===== src/hdl/assert_macros.svh =====
// Assertion macros used by the top-level clustering module.
// Defined empty when SYNTHESIS is set.
`ifndef ASSERT_MACROS_SVH
`define ASSERT_MACROS_SVH
`ifndef SYNTHESIS
`define ASSERT_IMPLIES(label, clk, rst_n, a, b) \
  label: assert property (@(posedge clk) disable iff (!rst_n) (a) |-> (b)) else $error("fail");
`define ASSERT_NEXT(label, clk, rst_n, a, b) \
  label: assert property (@(posedge clk) disable iff (!rst_n) (a) |=> (b)) else $error("fail");
`else
`define ASSERT_IMPLIES(label, clk, rst_n, a, b)
`define ASSERT_NEXT(label, clk, rst_n, a, b)
`endif
`endif


===== src/hdl/rfec_pkg.sv =====
// Shared constants and types of the range-filtered clustering block.
// No dependencies.
package rfec_pkg;
  localparam int unsigned MaxPointsDef = 1024;
  localparam int unsigned CfgLatMin = 0;
  localparam int unsigned CfgLatMax = 1;
  localparam int unsigned CfgFwdMax = 2;
  localparam int unsigned CfgRadius = 3;
  localparam logic OpLoad = 1'b0;
  localparam logic OpRead = 1'b1;

  // One classified command handed from the front to the back.
  typedef struct packed {
    logic              is_read;
    logic              keep;
    logic              frame_end;
    logic signed [15:0] lat;
    logic signed [15:0] fwd;
    logic signed [15:0] hgt;
  } rfec_cmd_t;
endpackage


===== src/hdl/rfec_front.sv =====
// Front: accepts input items and applies the range filter.
// Depends on rfec_pkg.
module rfec_front
  import rfec_pkg::*;
(
  input  logic               clk,
  input  logic               rst_n,
  input  logic               in_valid,
  output logic               in_ready,
  input  logic               in_op,
  input  logic signed [15:0] in_lateral_mm,
  input  logic signed [15:0] in_forward_mm,
  input  logic signed [15:0] in_height_mm,
  input  logic               in_frame_end,
  input  logic signed [15:0] lat_min_r,
  input  logic signed [15:0] lat_max_r,
  input  logic [14:0]        fwd_max_r,
  output logic               q_valid,
  input  logic               q_ready,
  output rfec_cmd_t          q_cmd
);
  // Two-entry queue toward the back.
  rfec_cmd_t buf_r [2];
  logic [1:0] cnt_r;
  logic       rd_r, wr_r;
  logic       push, pop;
  rfec_cmd_t  cmd;

  always_comb begin
    cmd.is_read   = (in_op == OpRead);
    cmd.frame_end = in_frame_end;
    cmd.lat       = in_lateral_mm;
    cmd.fwd       = in_forward_mm;
    cmd.hgt       = in_height_mm;
    cmd.keep = (in_forward_mm > 16'sd0)
            && (in_forward_mm <= $signed({1'b0, fwd_max_r}))
            && (in_lateral_mm >= lat_min_r) && (in_lateral_mm <= lat_max_r);
  end

  assign in_ready = (cnt_r != 2'd2);
  assign push     = in_valid && in_ready;
  assign q_valid  = (cnt_r != 2'd0);
  assign pop      = q_valid && q_ready;
  assign q_cmd    = buf_r[rd_r];

  always_ff @(posedge clk) begin
    if (!rst_n) begin
      cnt_r <= 2'd0;
      rd_r  <= 1'b0;
      wr_r  <= 1'b0;
    end else begin
      if (push) begin
        buf_r[wr_r] <= cmd;
        wr_r <= ~wr_r;
      end
      if (pop) begin
        rd_r <= ~rd_r;
      end
      cnt_r <= cnt_r + {1'b0, push} - {1'b0, pop};
    end
  end
endmodule


===== config.mk =====
export PLATFORM = sky130hd
export DESIGN_NAME = rfec_front
export DESIGN_NICKNAME = d
export VERILOG_FILES = /design/src/hdl/assert_macros.svh /design/src/hdl/rfec_pkg.sv /design/src/hdl/rfec_front.sv
export SDC_FILE = /design/constraint.sdc
export NUM_CORES = 1
export LEC_CHECK = 0
export BUFFER_PORTS_ARGS = -buffer_cell sky130_fd_sc_hd__clkbuf_2
export CORE_ASPECT_RATIO = 0.9
export CORE_MARGIN = 3
export CORE_UTILIZATION = 30
export DETAILED_ROUTE_END_ITERATION = 8
export MAX_ROUTING_LAYER = met4
export SYNTH_ARGS = -nofsm -noshare
export SYNTH_HDL_FRONTEND = slang
export SYNTH_SLANG_ARGS = --single-unit

===== constraint.sdc =====
create_clock -name clk -period 4.6 [get_ports clk]
set_input_delay 0.23 -clock clk [delete_from_list [all_inputs] [get_ports clk]]
set_output_delay 0.23 -clock clk [all_outputs]
set_load 0.05 [all_outputs]

## After elaboration in Yosys (flattened, before gate mapping)

Memory sizes are Yosys's and may differ from the RTL's. A register that Yosys moved wholly into a read port is not among the register bits.
Index checks and enable logic that the tools add are counted.
Widths: inputs -> output; s select.

- Register bits: 4
- Memory bits (writable): 102
- Input port bits: 101
- Output and inout port bits: 53
- Memories: 1

- Add/subtract/negate cells: 2
- Order comparisons: 4
- Eq/ne operators: 1
- Mux-type cells: 5
- Bitwise operators: 2
- Reductions and logical operators: 6

Memory list:

| memory | depth | width | read ports | clocked after Yosys merged registers in | write ports | RTL line | text |
|---|---|---|---|---|---|---|---|
| buf_r | 2 | 51 | 1 | 1 | 1 | rfec_front.sv:23 | `rfec_cmd_t buf_r [2];` |

Operators by type and width:

| operator | count |
|---|---|
| $le 16x16->1 | 2 |
| $ge 16x16->1 | 1 |
| $gt 16x1->1 const B | 1 |
| $logic_and 1x1->1 | 5 |
| $mux 1 | 5 |
| $add 2x1->2 | 1 |
| $ne 2x2->1 const B | 1 |
| $not 1->1 | 2 |
| $reduce_bool 2->1 | 1 |
| $sub 2x1->2 | 1 |

## Longest topological paths before layout

Gate-level depths: netlist of the first run.

- Depth after elaboration: 5
- Mapped depth: 8

## Worst setup path before layout of the first run

OpenSTA, ideal clock, no wires.

- Kind: register to register
- From: reg cnt_r[0]
- To: mem buf_r[0][0] (netlist name), enable pin
- Setup time: 533 ps
- Data arrival time: 4,788 ps
- Setup slack: -721 ps
- Stages on the path, launching flop included: 4
- Clock period less this slack: 5,321 ps
- Cell sequence: dfxtp_1 nand2b_1 nand2_1 nor3b_1

- Word-level cells in the longest chain between the ends: 5

Ends and longest elaborated chain:

| what | RTL line | text |
|---|---|---|
| start: declaration | rfec_front.sv:24 | `logic [1:0] cnt_r;` |
| start signal: assignment | rfec_front.sv:59 | `cnt_r <= cnt_r + {1'b0, push} - {1'b0, pop};` |
| $ne 2x2->1 | rfec_front.sv:40 | `assign in_ready = (cnt_r != 2'd2);` |
| named net in_ready | rfec_front.sv:9 | `output logic in_ready,` |
| $logic_and 1x1->1 | rfec_front.sv:41 | `assign push = in_valid && in_ready;` |
| $mux 1 | rfec_front.sv:52 | `if (push) begin` |
| $mux 1 | rfec_front.sv:47 | `if (!rst_n) begin` |
| $mux 1 (not written as such) | rfec_front.sv:53 | `buf_r[wr_r] <= cmd;` |
| end: declaration | rfec_front.sv:23 |  |

The timed path passes the listed nets, and every way through them passes these cells.

==> flow_summary.toml, run 1 <==
[sta]
finalMaxSlewViolations = 0
worst_slack_ps = 2124
relSlewSlack = 0.5734
min_period_over_period = 0.5383
skew_ps = 7.758
layout_min_cycle_time_ps = 2476
rsz0062_at_grt = "false"
worstMarginPinSlew_ps = 640.0
finalSetupViolations = 0
whs_ps = 66.25
hold_viol_final = 0
fmax_mhz = 403.8
fin_tns_setup_ps = 0

[setup_path]
path_cells = "buf_4 > mux2_2 > clkbuf_2"
worstPathBufferInverterCount = 2
rrSetupSlack_ps = 2590
critical_path_required_ps = 4370
max_stage_delay_ps = 740
critPathKind = "register to primary output"
path_max_fanout = 28
worst_setup_path_end_kind = "primary output"
start_kind = "register"
crit_arrival_ps = 2250
path_delay_family = "flip-flops"
slowest_stage = "dfxtp_2"

[finish]
syn_to_final_growth_pct = 26.37
n_antenna_cell = 0
design_area_sq_um = 6482
layout.nets = 663
drive_gt1_frac = 0.4421
fill_cells = 1587

[floorplanning]
rows = 44
die_h_microns = 130.1
die_width_microns = 143.8
ios = 154
start_util = 0.3116
die_area_sq_um = 18710
core_sq_um = 16460

[power_and_ir_drop]
p_per_area_nw_per_um2 = 465.5
power_leakage_uw = 0.002779
peakVddDrop_mv = 0.1783

[synthesis]
synth_cell_type_count = 36
synthesis.area_sq_um = 5130
syn_nets = 501
yosysSeqAreaShare = 0.6166
async_reset_ff_frac = 0
ys.flop_type = "edfxtp_1"
syn_area_per_cell_sq_um = 14.62
synth_edf_count = 102
yosys_warnings = 0
ys_ff_latch = 107
syn_inst = 351

[place]
place_ws_ps = 2321
placed_cell_area_sq_um = 6176
place_congestion = 0.8051
dp_hpwl_microns = 8930
portBuffers = 153

[grt]
grt_pass1_vias = 3565
grt_first_pass_wirelength_microns = 18180
grt.total_usage = 0.1317
antenna_found_initial = 0
grt_overflow = 0
grt_max_degree = 31

[cts]
worstSkewPairLatency_ps = 350
cts_resized = 0
numCtsBuffers = 9
cts_setup_buffers = 0
cts_tree = "done"
cts.clk_slew.worst_paths_ps = 80
cts_buffer_depth = 2
root_buffer = "clkbuf_16"
cts.sinks = 107
cts_htree_levels = 3
ctsHoldBuffers = 0

[detailed_routing]
ant_nets = 0
wirelength_microns = 11610
post_drt_wl_per_cell_microns = 16.01
vias = 3366
viasPerCell = 4.643
firstDrtPassIters = 4
drtIter0Drc = 111
drc = 0

[status]
status = "completed"

[worst_hold_path]
hp-class = "primary input to register"

[run]
cap_violations = 0
-- power by group --
group	total (uW)	leakage [uW]	switching (uW)	internal (uW)
clock	792	0.000146	361	431
combinational	1010	0.00166	695	314
sequential	1220	0.000977	51.3	1170
total	3020	0.00278	1110	1910
-- per-layer routing --
metal,global-route usage,part of all wire,wire length (microns)
met5,-,0,0
met4,0.02658,0.0041,48
met3,0.04287,0.068,792
met2,0.2184,0.49,5654
met1,0.1587,0.44,5109
-- path summary, 6_finish.rpt --
kind                            start                     end  depth (start not counted)
setup / recovery             register               q_cmd[50]                          3
hold reg to reg     rd_r$_SDFFE_PN0P_                register                          2
setup reg to reg  cnt_r[0]$_SDFF_PN0_   buf_r[1][8]$_DFFE_PP_                          3
hold / removal           in_frame_end  buf_r[1][48]$_DFFE_PP_                          1
-- registers in the layout (all words and copies together) (netlist names), named ones only --
register  flops
buf_r       102
cnt_r         2
rd_r          1
wr_r          1
-- cell usage after synthesis (all sizes together) (3+ instances only) --
master | number | share of area
nand4 | 10 | 0.012
inv | 49 | 0.036
mux2 | 51 | 0.11
nor3 | 3 | 0.0029
nand3 | 4 | 0.0049
nor4 | 7 | 0.0085
nor2b | 5 | 0.0061
edfxtp | 102 | 0.60
and2 | 4 | 0.0049
nand2 | 6 | 0.0044
dfxtp | 5 | 0.020
a211oi | 3 | 0.0044
a21oi | 14 | 0.014
ha | 49 | 0.12
xnor2 | 4 | 0.0068
clkbuf | 6 | 0.0044
a21o | 6 | 0.0088
-- final cells by class --
cell class / instances / area, sq um / area share
flip-flops and latches: 107 / 3164 / 0.4881
multi-input cells: 189 / 1773 / 0.2735
repair buffers: 157 / 795.8 / 0.1228
well taps: 207 / 259.0 / 0.03995
clock buffers: 9 / 225.2 / 0.03474
inverters: 49 / 183.9 / 0.02837
clock inverters: 7 / 81.33 / 0.01255
-- per-stage QoR --
step | utilization | instances | total power, uW
after floorplan | - | 351 | 1999
after global placement | 0.3752 | 709 | 2253
after detailed placement | 0.3752 | 709 | 2267
after CTS | 0.3938 | 725 | 3076
after global routing | 0.3938 | 725 | 3179
final | 0.3938 | 725 | 3018
-- cells by family (layout without fill, tap and decap cells) --
kind of cell	Yosys count	in the layout	share of synthesized area
simple gates	48	48	0.05561
compound gates	36	36	0.04732
flops	107	107	0.6166
buf+inv	55	222	0.04024
fa+ha+maj	49	49	0.1195
mux	52	52	0.1139
xor+xnor	4	4	0.006829
-- worst reg2reg max path: stages, from the launching register on --
cell,delay (ps)
dfxtp_1,340
nand2b_1,150
and4_2,670
buf_4,500
-- layout by cell type (no fill, tap or decap), types with 2 or more instances in the layout --
cell        instances
inv_1              49
nor2_1              2
a2111oi_0           2
and2_1              4
dfxtp_1             4
nor4_1              7
a21o_1              6
a21oi_1            14
mux2_2             51
inv_8               2
xnor2_1             4
ha_1               49
o41ai_1             2
o211ai_1            2
a211oi_1            3
clkbuf_16           9
nor3_1              3
nand3_1             3
edfxtp_1          102
nand4_1            10
clkinvlp_4          2
clkbuf_2          153
buf_4               4
nor2b_1             5
nand2_1             6
Power figures use the tool's default switching activity.
==> inputs of run 2 (changes only) <==
clock period = 2.2 ns   (was 4.6 ns; I/O delays follow)
==> run 2 against run 1 <==
Effect of this change:
- die area unchanged
- sequential power is 100% higher
- highest routed layer unchanged
- worst setup slack lost 2100 ps
- routed wire length rose by 3.5%
- largest cell class unchanged
- hold slack worse by 47 ps
- sequential share of layout area fell by 3.6 points
- first-iteration DRC count increased by 54%
- sequential cell count stayed put
- design area up 8.0%
- core utilization rose by 3.2 points
- register-to-register slack got worse by 2200 ps
==> flow_summary.toml, run 2 (synthesis results as in run 1) <==
[finish]
n_antenna_cell = 0
design_area_sq_um = 7002
syn_to_final_growth_pct = 36.49
final_common_cell = "clkbuf_2"
drive_gt1_frac = 0.4311
fin_util = 0.4254
largest_reg_flops = 102
fill_cells = 1526
multiInputGateArea_sq_um = 1847
layout.nets = 711
final_cell_mix = "153 x clkbuf_2, 102 x edfxtp_1, 51 x mux2_2, 49 x inv_1, 49 x ha_1"
regArea_sq_um = 3166
largestRegisters = "buf_r: 102 flops, cnt_r: 2 flops"
regMostFlops = "buf_r"

[detailed_routing]
post_drt_wl_per_cell_microns = 15.53
drtIter0Drc = 171
wirelength_microns = 12010
vias = 3577
firstDrtPassIters = 4
ant_nets = 0
drc = 0
viasPerCell = 4.627

[setup_path]
critical_path_required_ps = 2290
max_stage_delay_ps = 530
path_delay_family = "buffers and inverters"
crit_arrival_ps = 2230
worst_setup_path_end_kind = "register"
crit_top_cell = "buf_4"
critPathKind = "primary input to register"
path_max_fanout = 4
path_cells = "dlygate4sd3_1 > clkbuf_2 > ha_1 > nand4b_1 > buf_4 > buf_4 > nor3_1 > nand2_1 > a31oi_2 > nor4_2"
worstPathBufferInverterCount = 4
start_kind = "primary input"
slowest_stage = "dlygate4sd3_1"

[place]
dp_hpwl_microns = 9079
portBuffers = 153
placed_cell_area_sq_um = 6207
place_congestion = 0.8228

[grt]
grt_pass1_vias = 3634
grt_first_pass_wirelength_microns = 18460
grt_overflow = 0
grt.total_usage = 0.1326
grt_max_degree = 32
antenna_found_initial = 0

[cts]
numCtsBuffers = 9
worstSkewPairLatency_ps = 350
cts_htree_levels = 3
cts.sinks = 107
cts_buffer_depth = 2
cts_tree = "done"
root_buffer = "clkbuf_16"
cts.clk_slew.worst_paths_ps = 70

[sta]
fmax_mhz = 466.2
min_period_over_period = 0.9750
finalMaxSlewViolations = 0
fin_tns_setup_ps = 0
layout_min_cycle_time_ps = 2145
hold_viol_final = 0
worstMarginPinSlew_ps = 457.5
finalSetupViolations = 0
skew_ps = 5.628
relSlewSlack = 0.6917

[run]
cap_violations = 0

[floorplanning]
ios = 154
die_width_microns = 143.8
rows = 44
die_area_sq_um = 18710
die_h_microns = 130.1
core_sq_um = 16460
start_util = 0.3116

[status]
status = "completed"

[power_and_ir_drop]
peakVddDrop_mv = 0.4327
total_power_uw = 6307
power_leakage_uw = 0.003004
p_per_area_nw_per_um2 = 900.8

[worst_hold_path]
hp-class = "primary input to register"
==> run 2: changes by cell type in the layout (fill, tap and decap cells not counted), sizes merged <==
| cell | previous run | this run |
|---|---|---|
| clkinv | 1 | 3 |
| dlygate4sd3 | 0 | 43 |
| bufinv | 1 | 0 |
| inv | 52 | 53 |
| clkinvlp | 2 | 0 |
| buf | 4 | 9 |
==> run 2: path summary, 6_finish.rpt <==
path | start | to | slack (ps) | cells past startpoint
hold / removal | in_lateral_mm[3] | buf_r[0][35]$_DFFE_PP_ | 20 | 1
hold reg to reg | rd_r$_SDFFE_PN0P_ | register | 540 | 2
setup reg to reg | cnt_r[1]$_SDFF_PN0_ | cnt_r[1]$_SDFF_PN0_ | 360 | 8
setup / recovery | in_forward_mm[14] | buf_r[0][49]$_DFFE_PP_ | 60 | 10
==> run 2: area by class of cell <==
| type | count | share of cell area |
|---|---|---|
| clock buffers | 9 | 0.03217 |
| clock inverters | 7 | 0.008220 |
| inverters | 49 | 0.02627 |
| multi-input cells | 189 | 0.2638 |
| flip-flops and latches | 107 | 0.4521 |
| well taps | 207 | 0.03699 |
| repair buffers | 205 | 0.1805 |
==> run 2: repair_timing <==
action	4_1_cts	5_1_grt
resized for setup	0	12
setup endpoints to repair	0	2
endpoints found under the hold margin	86	0
buffers inserted	0	3
hold buffers	43	0
==> run 2: power breakdown <==
| part | internal, uW | switching [uW] |
|---|---|---|
| clock network | 789 | 758 |
| registers | 2440 | 54.8 |
| logic | 734 | 1530 |
==> run 2: stage by stage <==
stage	std cells	setup WS, ps	hold slack [ps]
2_1_floorplan	351	-196.2	208.9
4_1_cts	770	37.33	0.9603
6_report	773	55.06	18.93
3_5_place_dp	711	143.1	306.9
3_3_place_gp	711	191.2	301.9
5_1_grt	773	-43.57	7.733
==> run 2: per-layer routing <==
metal  GRT usage  share of wire  vias up
met1      0.1613           0.44     1699
met4     0.03987          0.010        0
li1            -              -     1741
met5           -              0        -
met3     0.03664          0.056       10
met2      0.2165           0.49      127
==> inputs of run 3 (changes only) <==
==> constraint.sdc (replaced) <==
create_clock -name clk -period 2.2 [get_ports clk]
set_input_delay 0.44 -clock clk [delete_from_list [all_inputs] [get_ports clk]]
set_output_delay 0.44 -clock clk [all_outputs]
set_load 0.05 [all_outputs]
==> run 3 against run 2 <==
Effect of this change:
- combinational power about the same
- core utilization is 1.5 points lower
- worst setup slack better by 44 ps
- final cell count is 1.9% lower
- largest power group unchanged
- clock-buffer cell count unchanged
- die area is the same
- first-iteration DRC count is 11% lower
- register-to-register slack lost 20 ps
- sequential share of layout area grew 1.7 points
- global-route usage is essentially flat
==> flow_summary.toml, run 3 (synthesis results as in run 1) <==
[status]
status = "completed"

[power_and_ir_drop]
p_clk_frac = 0.250
peakVddDrop_mv = 0.3673
p_per_area_nw_per_um2 = 940.4
pwr-share-seq = 0.393
swShare = 0.3741
total_power_uw = 6348
internal_power_uw = 3973
power.switching_uw = 2375
power_leakage_uw = 0.002944
pwr-share-comb = 0.357

[finish]
syn_to_final_growth_pct = 31.59
layout.nets = 696
fill_cells = 1570
final_cell_mix = "153 x clkbuf_2, 102 x edfxtp_1, 51 x mux2_2, 49 x inv_1, 49 x ha_1"
multiInputGateArea_sq_um = 1793
regArea_sq_um = 3166
drive_gt1_frac = 0.4828
largest_reg_flops = 102
regMostFlops = "buf_r"
design_area_sq_um = 6750
final_common_cell = "clkbuf_2"
n_antenna_cell = 0
largestRegisters = "buf_r: 102 flops, cnt_r: 2 flops"

[detailed_routing]
ant_nets = 0
post_drt_wl_per_cell_microns = 15.77
drc = 0
wl_met2_microns = 5620
drtIter0Drc = 152
maxUsedRoutingLayer = "met4"
wl_met1_microns = 5297
wirelength_microns = 11950
viasPerCell = 4.633
firstDrtPassIters = 4
wl_met3_microns = 864
vias = 3512

[sta]
finalMaxSlewViolations = 0
layout_min_cycle_time_ps = 2101
hold_viol_final = 0
fin_tns_setup_ps = 0
worstMarginPinSlew_ps = 560.4
relSlewSlack = 0.6215
min_period_over_period = 0.9550
fmax_mhz = 476.0
finalSetupViolations = 0
rsz0062_at_grt = "false"
skew_ps = 7.489

[cts]
cts_tree = "done"
cts.sinks = 107
ctsHoldBuffers = 0
cts.clk_slew.worst_paths_ps = 80
numCtsBuffers = 9
worstSkewPairLatency_ps = 350
cts_buffer_depth = 2
cts_htree_levels = 3
root_buffer = "clkbuf_16"

[floorplanning]
core_sq_um = 16460
ios = 154
rows = 44
start_util = 0.3116
die_area_sq_um = 18710
die_width_microns = 143.8
die_h_microns = 130.1

[grt]
antenna_found_initial = 0
grt_pass1_vias = 3734
grt_overflow = 0
grt.total_usage = 0.1331
grt_max_degree = 32
grt_first_pass_wirelength_microns = 18690

[worst_hold_path]
worstHoldStart = "in_height_mm[10]"
hold-path-cell-count = 1
min_to = "buf_r[0][10]$_DFFE_PP_"
hp-class = "primary input to register"

[setup_path]
start_kind = "register"
critPathKind = "register to primary output"
r2r_start = "cnt_r[1]$_SDFF_PN0_"
reg2regPathDepth = 8
critical_path_required_ps = 1760
rrSetupSlack_ps = 340
regToRegEndpoint = "cnt_r[1]$_SDFF_PN0_"
crit_arrival_ps = 1660
worst_setup_path_end_kind = "primary output"
path_max_fanout = 20

[place]
place_congestion = 0.9204
dp_hpwl_microns = 9218
portBuffers = 153
placed_cell_area_sq_um = 6452

[run]
cap_violations = 0
run 3: critical path, cell delays in order (launching register included):
cell	delay, ps
dfxtp_2	360
buf_4	290
mux2_2	400
clkbuf_2	250
run 3: how the worst max path moves through the flow:
| stage | start | end | slack [ps] | cells after the start |
|---|---|---|---|---|
| global placement | in_lateral_mm[14] | buf_r[0][49]$_DFFE_PP_ | -180 | 9 |
| global route | fwd_max_r[13] | buf_r[0][49]$_DFFE_PP_ | 1 | 8 |
| floorplan | cnt_r[0]$_SDFF_PN0_ | buf_r[0][0]$_DFFE_PP_ | -200 | 3 |
| finish | register | q_cmd[49] | 100 | 3 |
| detailed placement | in_lateral_mm[14] | buf_r[0][49]$_DFFE_PP_ | -190 | 9 |
| CTS | register | q_cmd[49] | 50 | 3 |
run 3: layer usage:
metal | vias up | global-route usage
met5 | - | -
met4 | 0 | 0.03433
met3 | 13 | 0.04031
met2 | 126 | 0.2178
met1 | 1660 | 0.1614
li1 | 1713 | -
run 3: layout make-up:
cell class	count	share of cell area
Multi-Input combinational cell	189	0.2656
Clock buffer	9	0.03336
Inverter	49	0.02725
Timing Repair Buffer	190	0.1564
Sequential cell	107	0.4690
Tap cell	207	0.03837
Clock inverter	7	0.01001
run 3: power by group through the flow:
stage / sequential, uW / combinational (uW) / clock [uW]
floorplan: 2530 / 1670 / 0
global placement: 2530 / 2270 / 0
detailed placement: 2550 / 2300 / 0
CTS: 2500 / 2310 / 1650
global route: 2520 / 2410 / 1730
finish: 2500 / 2270 / 1590
run 3: stage by stage:
| stage | hold slack [ps] | instances | setup slack, ps | util |
|---|---|---|---|---|
| final | 276.3 | 758 | 99.10 | 0.4101 |
| after global routing | 254.4 | 758 | 1.045 | 0.4101 |
| after CTS | 256.6 | 758 | 46.00 | 0.4098 |
| after detailed placement | 535.2 | 742 | -188.9 | 0.3920 |
| after global placement | 524.5 | 742 | -175.7 | 0.3920 |
| after floorplan | 504.2 | 351 | -196.2 | - |
run 3: what timing repair did:
item                                    CTS  global route
resized for setup                         0             1
setup buffers                             0             0
endpoints found under the setup margin    0             2
